--- src/hdl/tama_pkg.sv ---
`default_nettype none
package tama_pkg;

  localparam int MAX_WINDOW_DEF   = 20;
  localparam int SAMPLE_WIDTH_DEF = 24;
  localparam int AXES             = 3;
  localparam int BYPASS_BELOW     = 2;
  localparam int RATE_W           = 16;
  localparam int DIV_BITS         = 8;

  typedef enum logic [2:0] {
    S_IDLE,
    S_UPDATE,
    S_LOAD,
    S_DIV,
    S_DONE
  } state_t;

  typedef struct packed {
    logic capture;
    logic update;
    logic div_load;
    logic div_step;
    logic out_load;
  } cmd_t;

  typedef struct packed {
    logic bypass;
    logic out_free;
  } status_t;

endpackage
`default_nettype wire

--- src/hdl/tama_ram.sv ---
`default_nettype none
module tama_ram #(
  parameter int WIDTH = 72,
  parameter int DEPTH = 20
) (
  input  logic                     clk,
  input  logic                     we,
  input  logic [$clog2(DEPTH)-1:0] waddr,
  input  logic [WIDTH-1:0]         wdata,
  input  logic                     re,
  input  logic [$clog2(DEPTH)-1:0] raddr,
  output logic [WIDTH-1:0]         rdata
);

  logic [WIDTH-1:0] mem [DEPTH];
  logic [WIDTH-1:0] rdata_r;

  always_ff @(posedge clk) begin
    if (we) begin
      mem[waddr] <= wdata;
    end
    if (re) begin
      rdata_r <= mem[raddr];
    end
  end

  assign rdata = rdata_r;

endmodule
`default_nettype wire

--- src/hdl/tama_div.sv ---
`default_nettype none
module tama_div #(
  parameter int SUM_W        = 29,
  parameter int CNT_W        = 5,
  parameter int SAMPLE_WIDTH = 24,
  parameter int DIV_STEPS    = 4
) (
  input  logic                           clk,
  input  logic                           load,
  input  logic                           step,
  input  logic signed [SUM_W-1:0]        dividend,
  input  logic [CNT_W-1:0]               divisor,
  output logic signed [SAMPLE_WIDTH-1:0] quotient
);

  localparam int DIVW = DIV_STEPS * tama_pkg::DIV_BITS;

  logic [DIVW-1:0]   q_r, q_nxt;
  logic [CNT_W-1:0]  rem_r, rem_nxt;
  logic              neg_r;
  logic signed [DIVW-1:0] ext;
  logic [DIVW-1:0]   mag;
  logic [DIVW-1:0]   res;

  assign ext = DIVW'(dividend);
  assign mag = ext[DIVW-1] ? DIVW'(-ext) : DIVW'(ext);

  always_comb begin
    logic [CNT_W:0]   sh;
    logic [CNT_W-1:0] rem_v;
    logic [DIVW-1:0]  q_v;
    rem_v = rem_r;
    q_v   = q_r;
    for (int k = 0; k < tama_pkg::DIV_BITS; k++) begin
      sh  = {rem_v, q_v[DIVW-1]};
      q_v = {q_v[DIVW-2:0], 1'b0};
      if (sh >= {1'b0, divisor}) begin
        sh     = sh - {1'b0, divisor};
        q_v[0] = 1'b1;
      end
      rem_v = sh[CNT_W-1:0];
    end
    rem_nxt = rem_v;
    q_nxt   = q_v;
  end

  always_ff @(posedge clk) begin
    if (load) begin
      q_r   <= mag;
      rem_r <= '0;
      neg_r <= dividend[SUM_W-1];
    end else if (step) begin
      q_r   <= q_nxt;
      rem_r <= rem_nxt;
    end
  end

  assign res      = neg_r ? (~q_r + DIVW'(1)) : q_r;
  assign quotient = res[SAMPLE_WIDTH-1:0];

endmodule
`default_nettype wire

--- src/hdl/tama_ctrl.sv ---
`default_nettype none
module tama_ctrl #(
  parameter int DIV_STEPS = 4
) (
  input  logic              clk,
  input  logic              rst_n,
  input  logic              in_tvalid,
  output logic              in_tready,
  input  tama_pkg::status_t status,
  output tama_pkg::cmd_t    cmd
);

  localparam int STEP_W = $clog2(DIV_STEPS + 1);

  tama_pkg::state_t state_r, state_nxt;
  logic [STEP_W-1:0] step_r, step_nxt;
  logic              last_step;

  assign last_step = (step_r == STEP_W'(DIV_STEPS - 1));

  always_comb begin
    state_nxt = state_r;
    unique case (state_r)
      tama_pkg::S_IDLE: begin
        if (in_tvalid) begin
          state_nxt = status.bypass ? tama_pkg::S_DONE : tama_pkg::S_UPDATE;
        end
      end
      tama_pkg::S_UPDATE: state_nxt = tama_pkg::S_LOAD;
      tama_pkg::S_LOAD:   state_nxt = tama_pkg::S_DIV;
      tama_pkg::S_DIV: begin
        if (last_step) begin
          state_nxt = tama_pkg::S_DONE;
        end
      end
      tama_pkg::S_DONE: begin
        if (status.out_free) begin
          state_nxt = tama_pkg::S_IDLE;
        end
      end
      default: state_nxt = tama_pkg::S_IDLE;
    endcase
  end

  always_comb begin
    cmd       = '0;
    in_tready = 1'b0;
    step_nxt  = step_r;
    unique case (state_r)
      tama_pkg::S_IDLE: begin
        in_tready   = 1'b1;
        cmd.capture = in_tvalid;
      end
      tama_pkg::S_UPDATE: cmd.update = 1'b1;
      tama_pkg::S_LOAD: begin
        cmd.div_load = 1'b1;
        step_nxt     = '0;
      end
      tama_pkg::S_DIV: begin
        cmd.div_step = 1'b1;
        step_nxt     = step_r + STEP_W'(1);
      end
      tama_pkg::S_DONE: cmd.out_load = status.out_free;
      default: cmd = '0;
    endcase
  end

  always_ff @(posedge clk) begin
    if (!rst_n) begin
      state_r <= tama_pkg::S_IDLE;
      step_r  <= '0;
    end else begin
      state_r <= state_nxt;
      step_r  <= step_nxt;
    end
  end

endmodule
`default_nettype wire

--- src/hdl/tama_dp.sv ---
`default_nettype none
module tama_dp #(
  parameter int MAX_WINDOW   = 20,
  parameter int SAMPLE_WIDTH = 24,
  parameter int DIV_STEPS    = 4
) (
  input  logic                              clk,
  input  logic                              rst_n,
  input  logic                              cfg_we,
  input  logic [tama_pkg::RATE_W-1:0]       cfg_wdata,
  input  logic [tama_pkg::AXES*SAMPLE_WIDTH-1:0] in_data,
  input  tama_pkg::cmd_t                    cmd,
  output tama_pkg::status_t                 status,
  output logic                              out_valid,
  input  logic                              out_ready,
  output logic [tama_pkg::AXES*SAMPLE_WIDTH-1:0] out_data
);

  localparam int AXES  = tama_pkg::AXES;
  localparam int CNT_W = $clog2(MAX_WINDOW + 1);
  localparam int PTR_W = $clog2(MAX_WINDOW);
  localparam int SUM_W = SAMPLE_WIDTH + CNT_W;
  localparam int RING_W = AXES * SAMPLE_WIDTH;

  logic [tama_pkg::RATE_W-1:0] rate_r;
  logic [CNT_W-1:0] active_r, filled_r;
  logic [PTR_W-1:0] pos_r;
  logic             full_r, byp_r;
  logic signed [SAMPLE_WIDTH-1:0] smp_r [AXES];
  logic signed [SUM_W-1:0]        sum_r [AXES];
  logic signed [SAMPLE_WIDTH-1:0] quo [AXES];
  logic [RING_W-1:0] ring_rdata, ring_wdata;
  logic              out_valid_r;
  logic [RING_W-1:0] out_data_r;

  logic [CNT_W-1:0] win, base_filled;
  logic [PTR_W-1:0] base_pos;
  logic             changed, bypass;
  logic [CNT_W-1:0] pos_inc;

  assign bypass  = (rate_r < tama_pkg::RATE_W'(tama_pkg::BYPASS_BELOW));
  assign win     = (rate_r > tama_pkg::RATE_W'(MAX_WINDOW)) ? CNT_W'(MAX_WINDOW)
                                                             : rate_r[CNT_W-1:0];
  assign changed = (win != active_r);
  assign base_filled = changed ? '0 : filled_r;
  assign base_pos    = changed ? '0 : pos_r;
  assign pos_inc     = CNT_W'(pos_r) + CNT_W'(1);

  assign status.bypass   = bypass;
  assign status.out_free = !out_valid_r || out_ready;

  always_comb begin
    for (int a = 0; a < AXES; a++) begin
      ring_wdata[a*SAMPLE_WIDTH +: SAMPLE_WIDTH] = smp_r[a];
    end
  end

  tama_ram #(
    .WIDTH (RING_W),
    .DEPTH (MAX_WINDOW)
  ) u_ring (
    .clk   (clk),
    .we    (cmd.update),
    .waddr (pos_r),
    .wdata (ring_wdata),
    .re    (cmd.capture),
    .raddr (base_pos),
    .rdata (ring_rdata)
  );

  always_ff @(posedge clk) begin
    if (!rst_n) begin
      rate_r <= '0;
    end else if (cfg_we) begin
      rate_r <= cfg_wdata;
    end
  end

  always_ff @(posedge clk) begin
    if (!rst_n) begin
      active_r <= '0;
      filled_r <= '0;
      pos_r    <= '0;
      full_r   <= 1'b0;
      for (int a = 0; a < AXES; a++) begin
        sum_r[a] <= '0;
      end
    end else if (cmd.capture && !bypass) begin
      active_r <= win;
      pos_r    <= base_pos;
      if (base_filled < win) begin
        filled_r <= base_filled + CNT_W'(1);
        full_r   <= 1'b0;
      end else begin
        filled_r <= base_filled;
        full_r   <= 1'b1;
      end
      if (changed) begin
        for (int a = 0; a < AXES; a++) begin
          sum_r[a] <= '0;
        end
      end
    end else if (cmd.update) begin
      for (int a = 0; a < AXES; a++) begin
        sum_r[a] <= sum_r[a]
                  - (full_r ? SUM_W'($signed(ring_rdata[a*SAMPLE_WIDTH +: SAMPLE_WIDTH]))
                            : SUM_W'(0))
                  + SUM_W'(smp_r[a]);
      end
      pos_r <= (pos_inc >= active_r) ? '0 : pos_inc[PTR_W-1:0];
    end
  end

  always_ff @(posedge clk) begin
    if (cmd.capture) begin
      byp_r <= bypass;
      for (int a = 0; a < AXES; a++) begin
        smp_r[a] <= $signed(in_data[a*SAMPLE_WIDTH +: SAMPLE_WIDTH]);
      end
    end
  end

  for (genvar g = 0; g < AXES; g++) begin : g_div
    tama_div #(
      .SUM_W        (SUM_W),
      .CNT_W        (CNT_W),
      .SAMPLE_WIDTH (SAMPLE_WIDTH),
      .DIV_STEPS    (DIV_STEPS)
    ) u_div (
      .clk      (clk),
      .load     (cmd.div_load),
      .step     (cmd.div_step),
      .dividend (sum_r[g]),
      .divisor  (filled_r),
      .quotient (quo[g])
    );
  end

  always_ff @(posedge clk) begin
    if (!rst_n) begin
      out_valid_r <= 1'b0;
    end else if (cmd.out_load) begin
      out_valid_r <= 1'b1;
    end else if (out_ready) begin
      out_valid_r <= 1'b0;
    end
  end

  always_ff @(posedge clk) begin
    if (cmd.out_load) begin
      for (int a = 0; a < AXES; a++) begin
        out_data_r[a*SAMPLE_WIDTH +: SAMPLE_WIDTH] <= byp_r ? smp_r[a] : quo[a];
      end
    end
  end

  assign out_valid = out_valid_r;
  assign out_data  = out_data_r;

`ifndef NO_ASSERTIONS
  a_filled_le_window: assert property (@(posedge clk) disable iff (!rst_n)
    filled_r <= active_r)
    else $error("fill count above window length");

  a_pos_in_window: assert property (@(posedge clk) disable iff (!rst_n)
    (active_r != '0) |-> (CNT_W'(pos_r) < active_r))
    else $error("ring position outside window");

  a_divisor_nonzero: assert property (@(posedge clk) disable iff (!rst_n)
    cmd.div_load |-> (filled_r != '0))
    else $error("division started with empty window");

  a_no_overwrite: assert property (@(posedge clk) disable iff (!rst_n)
    (out_valid_r && !out_ready) |-> !cmd.out_load)
    else $error("pending result overwritten");
`endif

endmodule
`default_nettype wire

--- src/hdl/three_axis_moving_average_top.sv ---
`default_nettype none
// Boxcar moving average of a three-axis field sample, signed fixed point, one
// result per request. The window is min(cfg rate, MAX_WINDOW) samples; a rate
// below 2 passes samples through. While the window fills, the mean is over the
// samples taken so far; changing the window length restarts the fill. Means
// truncate toward zero. A filtered request passes from acceptance to the result
// register through a ring read, sum update, divider load, then
// ceil((SAMPLE_WIDTH + clog2(MAX_WINDOW+1)) / 8) steps of the 8-bit-per-cycle
// restoring dividers, 4 at the defaults; a bypassed request skips them. The next
// request is taken once the previous result is in the output register.
module three_axis_moving_average_top #(
  parameter int MAX_WINDOW   = tama_pkg::MAX_WINDOW_DEF,
  parameter int SAMPLE_WIDTH = tama_pkg::SAMPLE_WIDTH_DEF
) (
  input  logic clk,
  input  logic rst_n,
  input  logic cfg_we,
  input  logic [tama_pkg::RATE_W-1:0] cfg_wdata,
  input  logic in_tvalid,
  output logic in_tready,
  // field_x, field_y, field_z
  input  logic [((tama_pkg::AXES*SAMPLE_WIDTH+7)/8)*8-1:0] in_tdata,
  output logic out_tvalid,
  input  logic out_tready,
  // mean_x, mean_y, mean_z
  output logic [((tama_pkg::AXES*SAMPLE_WIDTH+7)/8)*8-1:0] out_tdata
);

  localparam int DATA_W    = tama_pkg::AXES * SAMPLE_WIDTH;
  localparam int TDATA_W   = ((DATA_W + 7) / 8) * 8;
  localparam int SUM_W     = SAMPLE_WIDTH + $clog2(MAX_WINDOW + 1);
  localparam int DIV_STEPS = (SUM_W + tama_pkg::DIV_BITS - 1) / tama_pkg::DIV_BITS;

  tama_pkg::cmd_t    cmd;
  tama_pkg::status_t status;
  logic [DATA_W-1:0] out_data;

  tama_ctrl #(
    .DIV_STEPS (DIV_STEPS)
  ) u_ctrl (
    .clk       (clk),
    .rst_n     (rst_n),
    .in_tvalid (in_tvalid),
    .in_tready (in_tready),
    .status    (status),
    .cmd       (cmd)
  );

  tama_dp #(
    .MAX_WINDOW   (MAX_WINDOW),
    .SAMPLE_WIDTH (SAMPLE_WIDTH),
    .DIV_STEPS    (DIV_STEPS)
  ) u_dp (
    .clk       (clk),
    .rst_n     (rst_n),
    .cfg_we    (cfg_we),
    .cfg_wdata (cfg_wdata),
    .in_data   (in_tdata[DATA_W-1:0]),
    .cmd       (cmd),
    .status    (status),
    .out_valid (out_tvalid),
    .out_ready (out_tready),
    .out_data  (out_data)
  );

  assign out_tdata = TDATA_W'(out_data);

endmodule
`default_nettype wire

--- config.mk ---
export PLATFORM = sky130hd
export DESIGN_NAME = three_axis_moving_average_top
export DESIGN_NICKNAME = d
export VERILOG_FILES = /design/src/hdl/tama_pkg.sv /design/src/hdl/tama_ram.sv /design/src/hdl/tama_div.sv /design/src/hdl/tama_ctrl.sv /design/src/hdl/tama_dp.sv /design/src/hdl/three_axis_moving_average_top.sv
export SDC_FILE = /design/constraint.sdc
export NUM_CORES = 2
export LEC_CHECK = 0
export ABC_CLOCK_PERIOD_IN_PS = 30200
export BUFFER_PORTS_ARGS = -buffer_cell sky130_fd_sc_hd__clkbuf_2
export CAP_MARGIN = 20
export CORE_UTILIZATION = 55
export DETAILED_ROUTE_END_ITERATION = 10
export MAX_ROUTING_LAYER = met4
export PLACE_DENSITY = 0.71
export SLEW_MARGIN = 5
export SYNTH_ARGS = -nofsm -noshare
export SYNTH_HDL_FRONTEND = slang
export SYNTH_SLANG_ARGS = --single-unit
export TNS_END_PERCENT = 50
--- constraint.sdc ---
create_clock -name clk -period 30.2 [get_ports clk]
set_input_delay 3.02 -clock clk [delete_from_list [all_inputs] [get_ports clk]]
set_output_delay 3.02 -clock clk [all_outputs]
set_load 0.02 [all_outputs]
==> summary.md <==
| Metric | Value |
|---|---|
| Status | `completed` |
| Post-DRT Antenna Nets | `0` |
| Remaining Overflow, GRT | `0` |
| Levels on crit path | `63` |
| Worst path bufs/invs | `3` |
| GRT Total Usage | `30.7%` |
| DR WL/cell | `24.9 µm` |
| Final min period | `17,300 ps` |
| Port Buffers | `166` |
| Core area | `161,000 µm²` |
| CP required | `30,950 ps` |
| DRT Pass-1 Iters | `8` |
| WS Path Type | `register to register` |
| Max stage delay on crit path | `730 ps` |
| Number of enable flip-flop cells after synthesis | `1,843` |
| CP endpoint kind | `register` |
| Hold endpoint | `u_dp.g_div[1].u_div.rem_r[4]` |
| Delay-heaviest family, CP | `compound AO/OA/AOI/OAI gates` |
| Top sig layer | `met4` |
| Inserted Diodes | `0` |
| Routed WL | `247 mm` |
| Synth warn | `0` |
| Root Buffer | `clkbuf_16` |
| Fmax | `0.0578 GHz` |
| Area delta synth->final | `10.9%` |
| Top-Level Pins | `167` |
| Mapped Area | `89,600 µm²` |
| Largest net degree at the start of global routing | `189` |
| Initial Util | `55.6%` |
| Worst skew pair latency | `850 ps` |
| TritonCTS clock tree | `yes` |
| DIE HEIGHT | `406 µm` |
| Crit Reg-Reg Startpoint | `u_dp.filled_r[1]` |
| Crit-path max FO | `21` |
| Worst Hold Slack | `482 ps` |
| Nets | `8,007` |
| Resized Gates After CTS | `0` |
| Met3 WL | `27.5 mm` |
| CTS Buf Count | `194` |
| Syn Nets | `7,893` |
| DRC viols | `0` |
| Hold Crit Class | `register to register` |
| DP HPWL | `146 mm` |
| Netlist cell types | `102` |
| RSZ-0062 raised after global routing | `no` |
| Max Slew Vio Count | `0` |
| FF-to-FF setup slack | `12,900 ps` |
| Slew headroom | `21.5%` |
| Placed Instances | `9,540` |
| Reg2Reg Depth | `63` |
| Yosys reg bits | `1,897` |
| Die ar. | `165,000 µm²` |
| Cell count after synthesis | `7,463` |
| Worst Path Arrival | `18,050 ps` |
| CTS Sinks | `1,897` |
| Initial antenna violation count | `6` |
| Total of max-cap violations | `0` |
| Setup_tns | `0 ps` |
| Post-synth top flop | `edfxtp_1` |
| Register area | `56,400 µm²` |
| Layout Cells excl Fill | `9,897` |
| First-pass GRT wire length | `366 mm` |
| Fill count | `12,321` |
| Longest Clk Path Bufs | `3` |
| Hold Crit Start | `u_dp.g_div[1].u_div.rem_r[4]` |
| Setup Viol. Count Final | `0` |
| Sequential fraction of the synthesis area | `62.9%` |
| Initial DRC Count | `8,231` |
| Synth Area per Inst | `12.0 µm²` |
| WL met1 | `100 mm` |
| Reg2reg end | `u_dp.g_div[0].u_div.rem_r[0]` |
| Measured slew at the worst slew-check pin | `1170 ps` |
| Crit path top cell by count | `o21ai_0` |
| H-tree levels | `4` |
| Cell row count | `147` |
| Clock slew at reported path FFs | `60 ps` |
| Via Count | `61,638` |
| Final hold violations | `0` |
| Final worst path period share | `57.3%` |
| Synth async-reset ratio | `0%` |
| Hold Path Depth | `2` |
| Fraction of layout cells with a size suffix above 1 | `9.33%` |
| Multi-input logic area | `30,200 µm²` |
| Via-per-instance ratio | `6.23` |
| Vias in the first global route | `58,705` |
| Clk_skew | `47.2 ps` |
| Slowest CP cell | `dfxtp_2` |
| Post-CTS Setup Bufs | `0` |
| Gpl congestion | `0.941` |
| Post-CTS Hold Buffers | `0` |
| Worst Setup Start Kind | `register` |
| Routed wl met2 | `113 mm` |
| Die width | `406 µm` |
kinds of logic (layout without fill, tap and decap cells):
kind of cell | after synthesis | after routing | synth area share, %
buffers and inverters | 867 | 1141 | 3.69
AOI/OAI and AO/OA | 1516 | 1516 | 11.3
DFF | 1897 | 1897 | 62.9
xor gates and xnor gates | 280 | 280 | 2.74
and+or+nand+nor | 2469 | 2469 | 12.5
adders and majority gates | 337 | 337 | 5.61
muxes | 97 | 97 | 1.18
sequential cells by signal, summed over array words and instances, names as in the netlist:
signal                  count
u_dp.byp_r                  1
u_dp.full_r                 1
u_dp.out_valid              1
u_dp.filled_r               5
u_dp.rate_r                16
u_ctrl.state_r              3
u_dp.u_ring.rdata          72
u_dp.g_div.u_div.rem_r     15
u_dp.sum_r                 87
u_ctrl.step_r               3
u_dp.smp_r                 72
u_dp.out_data              72
u_dp.active_r               5
u_dp.pos_r                  5
u_dp.g_div.u_div.q_r       96
u_dp.g_div.u_div.neg_r      3
u_dp.u_ring.mem          1440
cell usage in the layout, fill, tap and decap left out, drive strengths merged, types with 23 or more instances in the layout:
cell type  count
edfxtp      1843
nand2       1091
nand3        555
inv          471
clkbuf       421
a21oi        358
nor2         341
o21ai        325
ha           229
xnor2        165
buf          158
o22ai        149
nor2b        143
o31ai        126
xor2         115
fa           108
and2          96
a211oi        91
a21o          90
o311ai        76
a311o         74
a221oi        74
clkinv        72
mux2i         60
dfxtp         54
nand2b        49
nor3          44
or3           37
mux2          37
and3          23
metal layers:
layer / up-vias / GRT usage (%)
met1: 30259 / 42.7
met2: 3329 / 46.6
met5: - / -
met3: 442 / 5.44
li1: 27608 / -
met4: 0 / 8.58
worst max path at each step:
stage | end | start
2_1_floorplan | u_dp.g_div[1].u_div.rem_r[0] | u_dp.filled_r[1]
3_3_place_gp | u_dp.g_div[0].u_div.rem_r[0] | u_dp.filled_r[1]
3_5_place_dp | u_dp.g_div[0].u_div.rem_r[0] | u_dp.filled_r[1]
4_1_cts | u_dp.g_div[0].u_div.rem_r[0] | u_dp.filled_r[1]
5_1_grt | u_dp.g_div[0].u_div.rem_r[0] | u_dp.filled_r[1]
6_report | u_dp.g_div[0].u_div.rem_r[0] | u_dp.filled_r[1]
worst min-delay path: stages (launching register included):
cell,delay (ps)
dfxtp_1,320
nand2_1,60
nand3_1,50
cell usage after synthesis, types with 6 or more instances:
cell type,number,area [µm²]
a221oi_1,74,648
xor2_1,115,1010
and2_1,95,594
ha_1,229,2870
nor4_1,11,68.8
xnor2_1,165,1450
a311o_1,74,741
and4_1,6,52.6
nor3_1,43,215
nand2_1,1091,4100
dfxtp_1,54,1080
nand4_1,17,106
nor3b_1,9,67.6
fa_1,108,2160
o31ai_1,124,931
a21boi_0,10,75.1
a211o_1,9,78.8
nand2b_1,49,307
o41ai_1,22,193
mux2i_1,58,581
buf_1,17,63.8
a21o_1,86,646
a41o_1,9,90.1
o22ai_1,149,932
edfxtp_1,1843,55300
o211ai_1,9,67.6
a21oi_1,357,1790
or4_1,18,135
or2_2,13,81.3
nand3_1,555,2780
o21bai_1,8,60.1
or3_1,37,231
o311ai_0,75,657
a31oi_1,12,75.1
nor2_1,341,1280
o21a_1,13,97.6
mux2_2,32,360
inv_1,460,1730
and3_1,21,131
nor2b_1,143,895
o21ai_0,322,1610
clkbuf_1,378,1420
a211oi_1,89,668
layout make-up:
| class | instances | share of cell area (%) |
|---|---|---|
| clock inverter | 101 | 1.10 |
| clock buffer | 255 | 5.16 |
| timing repair buffer | 324 | 2.11 |
| sequential | 1897 | 56.8 |
| multi-input combinational | 4699 | 30.4 |
| inverter | 461 | 1.75 |
| tap | 2160 | 2.72 |
per-stage QoR:
| stage | instance area [µm²] | worst slack, ps | utilization (%) |
|---|---|---|---|
| floorplan | 89600 | 14330 | - |
| global placement | 93200 | 13330 | 57.8 |
| detailed placement | 93200 | 13020 | 57.8 |
| CTS | 99400 | 12950 | 61.7 |
| global route | 99400 | 11640 | 61.7 |
| finish | 99400 | 12900 | 61.7 |
Power is not shown: default switching activity piles up to over one toggle a cycle in this logic, so the estimate is an artifact.
